$ cat src/design/preemptive_priority_scheduler_assert.svh
// Assertion macros for the preemptive priority scheduler.
`ifndef PREEMPTIVE_PRIORITY_SCHEDULER_ASSERT_SVH
`define PREEMPTIVE_PRIORITY_SCHEDULER_ASSERT_SVH

// Same-cycle implication, disabled during reset.
`define PPS_ASSERT_IMPL(lbl, clk, rst, ante, cons) \
   lbl: assert property (@(posedge clk) disable iff (rst) (ante) |-> (cons)) \
      else $error("scheduler assertion failed");

// Next-cycle implication, disabled during reset.
`define PPS_ASSERT_NEXT(lbl, clk, rst, ante, cons) \
   lbl: assert property (@(posedge clk) disable iff (rst) (ante) |=> (cons)) \
      else $error("scheduler assertion failed");

`endif

$ cat src/design/pps_pkg.sv
// Shared types, constants and helpers for the preemptive priority scheduler.
package pps_pkg;

   localparam int SLOT_XW = 8;
   localparam int QDEPTH  = 2;
   localparam int QPW     = 1;
   localparam int QCW     = 2;

   localparam logic FUNC_LOAD = 1'b0;
   localparam logic FUNC_TICK = 1'b1;

   typedef struct packed {
      logic        tick;
      logic        in_range;
      logic [2:0]  slot;
      logic [15:0] arrival;
      logic [15:0] burst;
      logic [7:0]  prio;
   } cmd_type;

   typedef enum logic [2:0] {
      ST_IDLE,
      ST_SCAN,
      ST_DRAIN,
      ST_FETCH,
      ST_EXEC
   } sched_state_type;

   function automatic logic [15:0] sat_inc16(input logic [15:0] v);
      sat_inc16 = (v == 16'hFFFF) ? v : v + 16'd1;
   endfunction

endpackage

$ cat src/design/preemptive_priority_scheduler.sv
// Load transaction: written to the slot tables at the queue head. Tick transaction: SCAN,
// DRAIN, FETCH, EXEC to the result register (one slot scanned per cycle via the read port).
// A two-entry command queue takes new transactions while the back end works or stalls.
// One load per cycle while the back end is idle; a tick holds it until its result is registered.
// Reset clears time, running priority, ready flags and the queue and sets every finished
// flag; slot tables hold no value until loaded.
module preemptive_priority_scheduler
   import pps_pkg::*;
#(
   parameter int SLOTS = 8
) (
   input  logic        clock,
   input  logic        reset,
   input  logic        req_valid,
   output logic        req_ready,
   input  logic        req_func,
   input  logic [2:0]  req_slot,
   input  logic [15:0] req_arrival_time,
   input  logic [15:0] req_burst_length,
   input  logic [7:0]  req_priority_level,
   output logic        rsp_valid,
   input  logic        rsp_ready,
   output logic [2:0]  rsp_running_slot,
   output logic [15:0] rsp_executed_ticks,
   output logic [15:0] rsp_time_now,
   output logic        rsp_idle,
   output logic        rsp_completed
);

`include "preemptive_priority_scheduler_assert.svh"

   logic    cmd_valid;
   cmd_type cmd;
   logic    cmd_pop;

   pps_front #(.SLOTS(SLOTS)) u_front (
      .clock              (clock),
      .reset              (reset),
      .req_valid          (req_valid),
      .req_ready          (req_ready),
      .req_func           (req_func),
      .req_slot           (req_slot),
      .req_arrival_time   (req_arrival_time),
      .req_burst_length   (req_burst_length),
      .req_priority_level (req_priority_level),
      .cmd_valid          (cmd_valid),
      .cmd                (cmd),
      .cmd_pop            (cmd_pop)
   );

   pps_back #(.SLOTS(SLOTS)) u_back (
      .clock              (clock),
      .reset              (reset),
      .cmd_valid          (cmd_valid),
      .cmd                (cmd),
      .cmd_pop            (cmd_pop),
      .rsp_valid          (rsp_valid),
      .rsp_ready          (rsp_ready),
      .rsp_running_slot   (rsp_running_slot),
      .rsp_executed_ticks (rsp_executed_ticks),
      .rsp_time_now       (rsp_time_now),
      .rsp_idle           (rsp_idle),
      .rsp_completed      (rsp_completed)
   );

   `PPS_ASSERT_IMPL(a_idle_fields, clock, reset, rsp_valid && rsp_idle, (rsp_running_slot == 3'd0) && (rsp_executed_ticks == 16'd0) && !rsp_completed)
   `PPS_ASSERT_IMPL(a_done_ran, clock, reset, rsp_valid && rsp_completed, !rsp_idle && (rsp_executed_ticks != 16'd0))
   `PPS_ASSERT_IMPL(a_time_moved, clock, reset, rsp_valid, rsp_time_now != 16'd0)
   `PPS_ASSERT_IMPL(a_pop_has_cmd, clock, reset, !cmd_valid, !cmd_pop)
   `PPS_ASSERT_NEXT(a_rsp_hold, clock, reset, rsp_valid && !rsp_ready, rsp_valid)

endmodule

$ cat src/design/pps_front.sv
// Front end: accepts transactions, classifies them and queues commands.
module pps_front
   import pps_pkg::*;
#(
   parameter int SLOTS = 8
) (
   input  logic        clock,
   input  logic        reset,
   input  logic        req_valid,
   output logic        req_ready,
   input  logic        req_func,
   input  logic [2:0]  req_slot,
   input  logic [15:0] req_arrival_time,
   input  logic [15:0] req_burst_length,
   input  logic [7:0]  req_priority_level,
   output logic        cmd_valid,
   output cmd_type     cmd,
   input  logic        cmd_pop
);

   cmd_type          q_ff [QDEPTH];
   logic [QPW-1:0]   wr_ptr_ff, wr_ptr_in;
   logic [QPW-1:0]   rd_ptr_ff, rd_ptr_in;
   logic [QCW-1:0]   cnt_ff, cnt_in;
   logic             push;
   logic             pop;
   cmd_type          new_cmd;

   assign req_ready = (cnt_ff != QCW'(QDEPTH));
   assign cmd_valid = (cnt_ff != '0);
   assign cmd       = q_ff[rd_ptr_ff];
   assign push      = req_valid && req_ready;
   assign pop       = cmd_pop && cmd_valid;

   always_comb begin
      new_cmd.tick     = (req_func == FUNC_TICK);
      new_cmd.in_range = (SLOT_XW'(req_slot) < SLOT_XW'(SLOTS));
      new_cmd.slot     = req_slot;
      new_cmd.arrival  = req_arrival_time;
      new_cmd.burst    = req_burst_length;
      new_cmd.prio     = req_priority_level;
   end

   always_comb begin
      wr_ptr_in = push ? wr_ptr_ff + 1'b1 : wr_ptr_ff;
      rd_ptr_in = pop ? rd_ptr_ff + 1'b1 : rd_ptr_ff;
      cnt_in    = cnt_ff + QCW'(push) - QCW'(pop);
   end

   always_ff @(posedge clock) begin
      if (reset) begin
         wr_ptr_ff <= '0;
         rd_ptr_ff <= '0;
         cnt_ff    <= '0;
      end else begin
         wr_ptr_ff <= wr_ptr_in;
         rd_ptr_ff <= rd_ptr_in;
         cnt_ff    <= cnt_in;
      end
   end

   always_ff @(posedge clock) begin
      if (push) begin
         q_ff[wr_ptr_ff] <= new_cmd;
      end
   end

endmodule

$ cat src/design/pps_back.sv
// Back end: slot tables, one-slot-per-cycle ready scan, execution and result register.
module pps_back
   import pps_pkg::*;
#(
   parameter int SLOTS = 8
) (
   input  logic        clock,
   input  logic        reset,
   input  logic        cmd_valid,
   input  cmd_type     cmd,
   output logic        cmd_pop,
   output logic        rsp_valid,
   input  logic        rsp_ready,
   output logic [2:0]  rsp_running_slot,
   output logic [15:0] rsp_executed_ticks,
   output logic [15:0] rsp_time_now,
   output logic        rsp_idle,
   output logic        rsp_completed
);

   localparam int SW = (SLOTS > 1) ? $clog2(SLOTS) : 1;

   sched_state_type state_ff, state_in;
   logic [SW-1:0]   idx_ff, idx_in;
   logic            proc_vld_ff, proc_vld_in;
   logic [15:0]     time_ff, time_in;
   logic [7:0]      cur_prio_ff, cur_prio_in;
   logic [SW-1:0]   cur_slot_ff, cur_slot_in;
   logic [SLOTS-1:0] ready_ff, ready_in;
   logic [SLOTS-1:0] fin_ff, fin_in;

   logic            rsp_valid_ff, rsp_valid_in;
   logic [2:0]      rsp_slot_ff, rsp_slot_in;
   logic [15:0]     rsp_cnt_ff, rsp_cnt_in;
   logic [15:0]     rsp_time_ff, rsp_time_in;
   logic            rsp_idle_ff, rsp_idle_in;
   logic            rsp_done_ff, rsp_done_in;

   logic [15:0]     arr_mem [SLOTS];
   logic [15:0]     bur_mem [SLOTS];
   logic [7:0]      pri_mem [SLOTS];
   logic [15:0]     prg_mem [SLOTS];
   logic [15:0]     arr_rd_ff, bur_rd_ff, prg_rd_ff;
   logic [7:0]      pri_rd_ff;
   logic [SW-1:0]   rd_slot_ff;

   logic            out_free;
   logic            ld_en, ex_en, scan_rd;
   logic [SW-1:0]   rd_addr;
   logic [SLOT_XW-1:0] slot_x, cur_slot_x;
   logic [SW-1:0]   ld_idx;
   logic            scan_rdy;
   logic            run_idle;
   logic [15:0]     run_cnt;
   logic            run_done;
   logic            prg_we;
   logic [SW-1:0]   prg_addr;
   logic [15:0]     prg_data;

   assign out_free   = !rsp_valid_ff || rsp_ready;
   assign slot_x     = SLOT_XW'(cmd.slot);
   assign cur_slot_x = SLOT_XW'(cur_slot_ff);
   assign ld_idx     = slot_x[SW-1:0];
   assign scan_rdy   = ready_ff[rd_slot_ff] || (!fin_ff[rd_slot_ff] && (arr_rd_ff <= time_ff));
   assign run_idle   = (cur_prio_ff == '0);
   assign run_cnt    = sat_inc16(prg_rd_ff);
   assign run_done   = !run_idle && (run_cnt >= bur_rd_ff);
   assign prg_we     = ld_en || (ex_en && !run_idle);
   assign prg_addr   = ld_en ? ld_idx : cur_slot_ff;
   assign prg_data   = ld_en ? 16'd0 : run_cnt;

   // next state
   always_comb begin
      state_in = state_ff;
      case (state_ff)
         ST_IDLE: begin
            if (cmd_valid && cmd.tick) begin
               state_in = ST_SCAN;
            end
         end
         ST_SCAN: begin
            if (idx_ff == SW'(SLOTS - 1)) begin
               state_in = ST_DRAIN;
            end
         end
         ST_DRAIN: state_in = ST_FETCH;
         ST_FETCH: state_in = ST_EXEC;
         ST_EXEC: begin
            if (out_free) begin
               state_in = ST_IDLE;
            end
         end
         default: state_in = ST_IDLE;
      endcase
   end

   // state outputs
   always_comb begin
      cmd_pop = 1'b0;
      ld_en   = 1'b0;
      ex_en   = 1'b0;
      scan_rd = 1'b0;
      rd_addr = cur_slot_ff;
      case (state_ff)
         ST_IDLE: begin
            cmd_pop = cmd_valid;
            ld_en   = cmd_valid && !cmd.tick && cmd.in_range;
         end
         ST_SCAN: begin
            scan_rd = 1'b1;
            rd_addr = idx_ff;
         end
         ST_EXEC: ex_en = out_free;
         default: ;
      endcase
   end

   // datapath
   always_comb begin
      idx_in       = (state_ff == ST_SCAN) ? idx_ff + 1'b1 : '0;
      proc_vld_in  = scan_rd;
      time_in      = time_ff;
      cur_prio_in  = cur_prio_ff;
      cur_slot_in  = cur_slot_ff;
      ready_in     = ready_ff;
      fin_in       = fin_ff;
      rsp_valid_in = rsp_valid_ff && !rsp_ready;
      rsp_slot_in  = rsp_slot_ff;
      rsp_cnt_in   = rsp_cnt_ff;
      rsp_time_in  = rsp_time_ff;
      rsp_idle_in  = rsp_idle_ff;
      rsp_done_in  = rsp_done_ff;

      if (ld_en) begin
         ready_in[ld_idx] = 1'b0;
         fin_in[ld_idx]   = 1'b0;
         if (slot_x == cur_slot_x) begin
            cur_prio_in = '0;
         end
      end

      if (proc_vld_ff) begin
         ready_in[rd_slot_ff] = scan_rdy;
         if (scan_rdy && !fin_ff[rd_slot_ff] && (pri_rd_ff > cur_prio_ff)) begin
            cur_prio_in = pri_rd_ff;
            cur_slot_in = rd_slot_ff;
         end
      end

      if (ex_en) begin
         time_in      = sat_inc16(time_ff);
         rsp_valid_in = 1'b1;
         rsp_time_in  = sat_inc16(time_ff);
         rsp_idle_in  = run_idle;
         rsp_done_in  = run_done;
         rsp_slot_in  = run_idle ? 3'd0 : cur_slot_x[2:0];
         rsp_cnt_in   = run_idle ? 16'd0 : run_cnt;
         if (run_done) begin
            fin_in[cur_slot_ff]   = 1'b1;
            ready_in[cur_slot_ff] = 1'b0;
            cur_prio_in           = '0;
         end
      end
   end

   always_ff @(posedge clock) begin
      if (reset) begin
         state_ff     <= ST_IDLE;
         idx_ff       <= '0;
         proc_vld_ff  <= 1'b0;
         time_ff      <= '0;
         cur_prio_ff  <= '0;
         cur_slot_ff  <= '0;
         ready_ff     <= '0;
         fin_ff       <= '1;
         rsp_valid_ff <= 1'b0;
      end else begin
         state_ff     <= state_in;
         idx_ff       <= idx_in;
         proc_vld_ff  <= proc_vld_in;
         time_ff      <= time_in;
         cur_prio_ff  <= cur_prio_in;
         cur_slot_ff  <= cur_slot_in;
         ready_ff     <= ready_in;
         fin_ff       <= fin_in;
         rsp_valid_ff <= rsp_valid_in;
      end
   end

   always_ff @(posedge clock) begin
      rsp_slot_ff <= rsp_slot_in;
      rsp_cnt_ff  <= rsp_cnt_in;
      rsp_time_ff <= rsp_time_in;
      rsp_idle_ff <= rsp_idle_in;
      rsp_done_ff <= rsp_done_in;
   end

   // slot tables
   always_ff @(posedge clock) begin
      if (ld_en) begin
         arr_mem[ld_idx] <= cmd.arrival;
         bur_mem[ld_idx] <= cmd.burst;
         pri_mem[ld_idx] <= cmd.prio;
      end
      if (prg_we) begin
         prg_mem[prg_addr] <= prg_data;
      end
      arr_rd_ff  <= arr_mem[rd_addr];
      bur_rd_ff  <= bur_mem[rd_addr];
      pri_rd_ff  <= pri_mem[rd_addr];
      prg_rd_ff  <= prg_mem[rd_addr];
      rd_slot_ff <= rd_addr;
   end

   assign rsp_valid          = rsp_valid_ff;
   assign rsp_running_slot   = rsp_slot_ff;
   assign rsp_executed_ticks = rsp_cnt_ff;
   assign rsp_time_now       = rsp_time_ff;
   assign rsp_idle           = rsp_idle_ff;
   assign rsp_completed      = rsp_done_ff;

endmodule

$ cat config.mk
export PLATFORM = sky130hd
export DESIGN_NAME = preemptive_priority_scheduler
export DESIGN_NICKNAME = d
export VERILOG_FILES = /design/src/design/pps_pkg.sv /design/src/design/preemptive_priority_scheduler.sv /design/src/design/pps_front.sv /design/src/design/pps_back.sv
export VERILOG_INCLUDE_DIRS = /design/src /design/src/design
export SDC_FILE = /design/constraint.sdc
export NUM_CORES = 1
export LEC_CHECK = 0
export BUFFER_PORTS_ARGS = -buffer_cell sky130_fd_sc_hd__buf_2
export CAP_MARGIN = 20
export CORE_UTILIZATION = 54
export CTS_BUF_LIST = sky130_fd_sc_hd__clkbuf_8
export CTS_CLUSTER_DIAMETER = 30
export DETAILED_ROUTE_END_ITERATION = 8
export MAX_ROUTING_LAYER = met4
export PLACE_DENSITY = 0.71
export SLEW_MARGIN = 20
export SYNTH_ARGS = -nofsm -noshare
export SYNTH_HDL_FRONTEND = slang
export SYNTH_SLANG_ARGS = --single-unit
$ cat constraint.sdc
create_clock -name clock -period 6.7 [get_ports clock]
set_input_delay 1.675 -clock clock [delete_from_list [all_inputs] [get_ports clock]]
set_output_delay 1.675 -clock clock [all_outputs]
set_load 0.02 [all_outputs]
==> impl_table.tex <==
\begin{tabular}{lr}
\hline
Metric & Value \\
\hline
\multicolumn{2}{l}{\textbf{Floorplan}} \\
\quad Initial Utilization & 55.1\% \\
\quad Area of the die & 52400 µm² \\
\quad Area of the placeable core & 50500 µm² \\
\quad IO Pins & 87 \\
\quad Core Rows & 82 \\
\quad Die height & 229 µm \\
\quad Die boundary width & 229 µm \\
\multicolumn{2}{l}{\textbf{Synthesis}} \\
\quad Mean post-synth cell area & 13.0 µm² \\
\quad Post-Syn Nets & 2234 \\
\quad Register area share after synthesis & 70.2\% \\
\quad Synthesized instance count & 2140 \\
\quad Flip-flop and latch count after synthesis & 688 \\
\quad Number of enable flip-flop cells after synthesis & 573 \\
\quad Post-synth cell types & 68 \\
\quad Proportion of register bits with asynchronous set or reset after synthesis & 0\% \\
\quad Primary flip-flop cell chosen by synthesis mapping & edfxtp\_1 \\
\quad Yosys Warn Count & 0 \\
\quad Syn Std Cell Area & 27800 µm² \\
\multicolumn{2}{l}{\textbf{STA}} \\
\quad Relative slew slack & 23.8\% \\
\quad Final number of setup-violating endpoints & 0 \\
\quad Share of the cycle needed by the critical path after routing & 61.7\% \\
\quad Hold Violations, Final & 0 \\
\quad Max Transition Viols Final & 0 \\
\quad Pin slew with the least headroom to its limit & 1.13 ns \\
\quad Setup repair after global routing missed its margin & false \\
\quad Peak clock frequency supported by timing & 242 MHz \\
\quad Minimum clock period after layout & 4.13 ns \\
\quad Fin Setup TNS & 0 ns \\
\quad Worst-case clock skew & 0.0334 ns \\
\multicolumn{2}{l}{\textbf{Layout}} \\
\quad Summed area of non-filler cells in the final layout & 31600 µm² \\
\quad Layout overhead on the synthesized area & 13.5\% \\
\quad Multi-input combinational cell area & 7570 µm² \\
\quad Fillers & 3794 \\
\quad Sequential cell area & 19500 µm² \\
\quad Most frequent standard cell in the layout excluding fill and tap cells & edfxtp\_1 \\
\quad Number of nets at the end of the flow & 2360 \\
\quad Share of layout cells above drive strength 1 & 16.4\% \\
\quad Most frequent cells in the layout & 573 x edfxtp\_1, 494 x nand2\_1, 145 x nand3\_1, 140 x clkbuf\_8, 114 x dfxtp\_1 \\
\multicolumn{2}{l}{\textbf{Detailed routing}} \\
\quad Via Count & 17246 \\
\quad Antenna-violating nets left & 0 \\
\quad DRC violations left & 0 \\
\quad Post-detailed-route via-to-cell ratio & 5.67 \\
\quad WL/cell & 19.6 µm \\
\quad DRT Pass-1 Iters & 6 \\
\quad Final Routed Wirelength & 59500 µm \\
\quad First-iteration detailed-routing DRC count & 1492 \\
\multicolumn{2}{l}{\textbf{Clock network}} \\
\quad Max clock buf depth & 3 \\
\quad H-tree depth & 3 \\
\quad TritonCTS clock tree & built \\
\quad Cell at the root of the clock tree & clkbuf\_8 \\
\quad Count of hold-fix buffers inserted at cts & 0 \\
\quad Number of buffers inserted during clock tree synthesis & 120 \\
\quad Clk pin slew, worst setup/hold paths & 0.06 ns \\
\quad Number of post-CTS setup repair buffers & 0 \\
\quad CTS Sinks & 688 \\
\quad Clock Latency Late Sink & 0.71 ns \\
\quad CTS resizes & 0 \\
\multicolumn{2}{l}{\textbf{Global routing}} \\
\quad Maximum number of pins on one net before global-route repair & 165 \\
\quad Wire length of the first global-routing pass & 91800 µm \\
\quad Vias in the first global route & 16749 \\
\quad GRT Overall Usage & 23.3\% \\
\quad Number of antenna violations at the first check in global routing & 2 \\
\quad GR Overflow Total & 0 \\
\multicolumn{2}{l}{\textbf{Power}} \\
\quad Cell leakage power & 11.2 nW \\
\quad Power, Total & 10.7 mW \\
\quad Total power density per cell area & 338 nW/µm² \\
\quad Maximum resistive drop on vdd & 156 µV \\
\multicolumn{2}{l}{\textbf{Setup path}} \\
\quad Sort of element at the end of the critical path & flip-flop \\
\quad CP required & 7.33 ns \\
\quad Max Fanout on Critical Path & 9 \\
\quad Category of the critical setup timing path & reg2reg \\
\quad Element type at the critical path start & flip-flop \\
\quad Arrival time reported for the critical path endpoint & 4.77 ns \\
\multicolumn{2}{l}{\textbf{Place}} \\
\quad Port Buffers & 86 \\
\quad Gpl congestion & 0.913 \\
\quad Half-perimeter wire length after placement & 32700 µm \\
\quad Placed inst area & 28900 µm² \\
\multicolumn{2}{l}{\textbf{Outcome}} \\
\quad Result of the run & completed \\
\multicolumn{2}{l}{\textbf{Min path}} \\
\quad Class of the tightest hold or removal check & reg2reg \\
\multicolumn{2}{l}{\textbf{Run}} \\
\quad Maxcap violations & 0 \\
\hline
\end{tabular}
==> path summary, 6_finish.rpt <==
| check | start | slack (ns) | endpoint | depth (start not counted) |
|---|---|---|---|---|
| worst max-delay path | u_back.prg_rd_ff[3] | 2.57 | u_back.cur_prio_ff[7] | 14 |
| worst min-delay path | u_back.pri_rd_ff[4] | 0.48 | u_back.cur_prio_ff[4] | 2 |
| worst max register to register | u_back.prg_rd_ff[3] | 2.57 | u_back.cur_prio_ff[7] | 14 |
| worst min register to register | u_back.pri_rd_ff[4] | 0.48 | u_back.cur_prio_ff[4] | 2 |
==> kinds of logic after synthesis <==
group                      count (synthesis)  share of synthesized area [%]
and+or+nand+nor                          893                           14.5
DFF                                      688                           70.2
AOI/OAI and AO/OA                        224                           6.25
buffers and inverters                    182                           2.97
muxes                                     68                           2.88
adders and majority gates                 46                           2.07
xor gates and xnor gates                  39                           1.23
==> sequential cells by signal, summed over array words and instances, names as in the netlist, 2 cells and up, named ones only <==
signal and cells:
u_back.rsp_time_now 16, u_front.cnt_ff 2, u_back.fin_ff 8, u_back.rsp_running_slot 3
u_back.prg_rd_ff 16, u_back.rd_slot_ff 3, u_back.arr_rd_ff 16, u_back.idx_ff 3
u_back.bur_rd_ff 16, u_back.ready_ff 8, u_back.bur_mem 128, u_back.time_ff 16
u_back.cur_prio_ff 8, u_back.cur_slot_ff 3, u_back.rsp_executed_ticks 16, u_back.prg_mem 128
u_back.pri_rd_ff 8, u_back.arr_mem 128, u_front.q_ff 88, u_back.state_ff 3
u_back.pri_mem 64
==> Yosys cell counts, drive strengths merged (3+ instances only) <==
| master | number | area (µm²) |
|---|---|---|
| buf | 56 | 348 |
| clkbuf | 59 | 221 |
| and2 | 3 | 18.8 |
| mux2 | 42 | 473 |
| o211ai | 3 | 22.5 |
| o22ai | 7 | 43.8 |
| ha | 46 | 576 |
| nor4 | 6 | 58.8 |
| nor4b | 4 | 35.0 |
| nand2 | 494 | 1850 |
| and3 | 62 | 388 |
| nand2b | 13 | 81.3 |
| a211o | 9 | 78.8 |
| a211oi | 12 | 90.1 |
| nor3 | 12 | 65.1 |
| inv | 66 | 253 |
| nand4 | 9 | 71.3 |
| o21ai | 20 | 100 |
| a311oi | 57 | 499 |
| mux4 | 4 | 90.1 |
| xor2 | 9 | 78.8 |
| a21o | 5 | 37.5 |
| edfxtp | 573 | 17200 |
| nor3b | 3 | 33.8 |
| mux2i | 22 | 236 |
| a21oi | 31 | 159 |
| a31o | 57 | 499 |
| xnor2 | 30 | 263 |
| nand4b | 8 | 70.1 |
| dfxtp | 115 | 2300 |
| or4 | 5 | 37.5 |
| nor2 | 98 | 368 |
| nor2b | 21 | 131 |
| o21a | 6 | 45.0 |
| nand3 | 145 | 726 |
==> through the flow <==
| stage | setup slack, ns | instances | hold slack (ns) | util (%) |
|---|---|---|---|---|
| final | 2.57 | 3044 | 0.479 | 62.5 |
| after global routing | 2.25 | 3044 | 0.509 | 62.5 |
| after CTS | 2.43 | 3042 | 0.460 | 62.5 |
| after detailed placement | 2.46 | 2815 | 0.483 | 57.2 |
| after global placement | 2.71 | 2815 | 0.473 | 57.2 |
| after floorplan | 2.02 | 2140 | 0.450 | - |
==> critical path, stage by stage (launching register included) <==
cell and delay, ns:
dfxtp_1 0.42, and3_1 0.22, nand3_1 0.25, or4_1 0.70, nand2_1 0.13, xor2_1 0.24
inv_1 0.09, ha_1 0.30, o211ai_1 0.08, a21oi_1 0.06, o41a_1 0.42, o211ai_1 0.60
buf_4 0.28, nand4b_1 0.10, mux2i_1 0.16
==> layer usage <==
layer | global-route usage [%] | vias to the layer above | wire length [µm]
met5 | - | - | 0
met2 | 36.2 | 626 | 28200
li1 | - | 8082 | -
met3 | 4.17 | 79 | 4120
met1 | 31.2 | 8459 | 26300
met4 | 7.67 | 0 | 957
==> report_power, final <==
group	leakage, nW	total, mW	switching, mW	internal [mW]
combinational	3.60	1.19	0.827	0.364
sequential	6.10	5.34	0.110	5.23
clock	1.48	4.14	1.68	2.46
total	11.2	10.7	2.61	8.05
==> layout make-up <==
cell class | instances | area share [%]
Sequential cell | 688 | 61.8
Multi-Input combinational cell | 1270 | 24.0
Clock buffer | 140 | 6.10
Tap cell | 672 | 2.66
Clock inverter | 87 | 2.46
Timing Repair Buffer | 119 | 2.19
Inverter | 67 | 0.816
Antenna cell | 1 | 0.00793
Note: power is estimated with default switching activity, not from simulation.
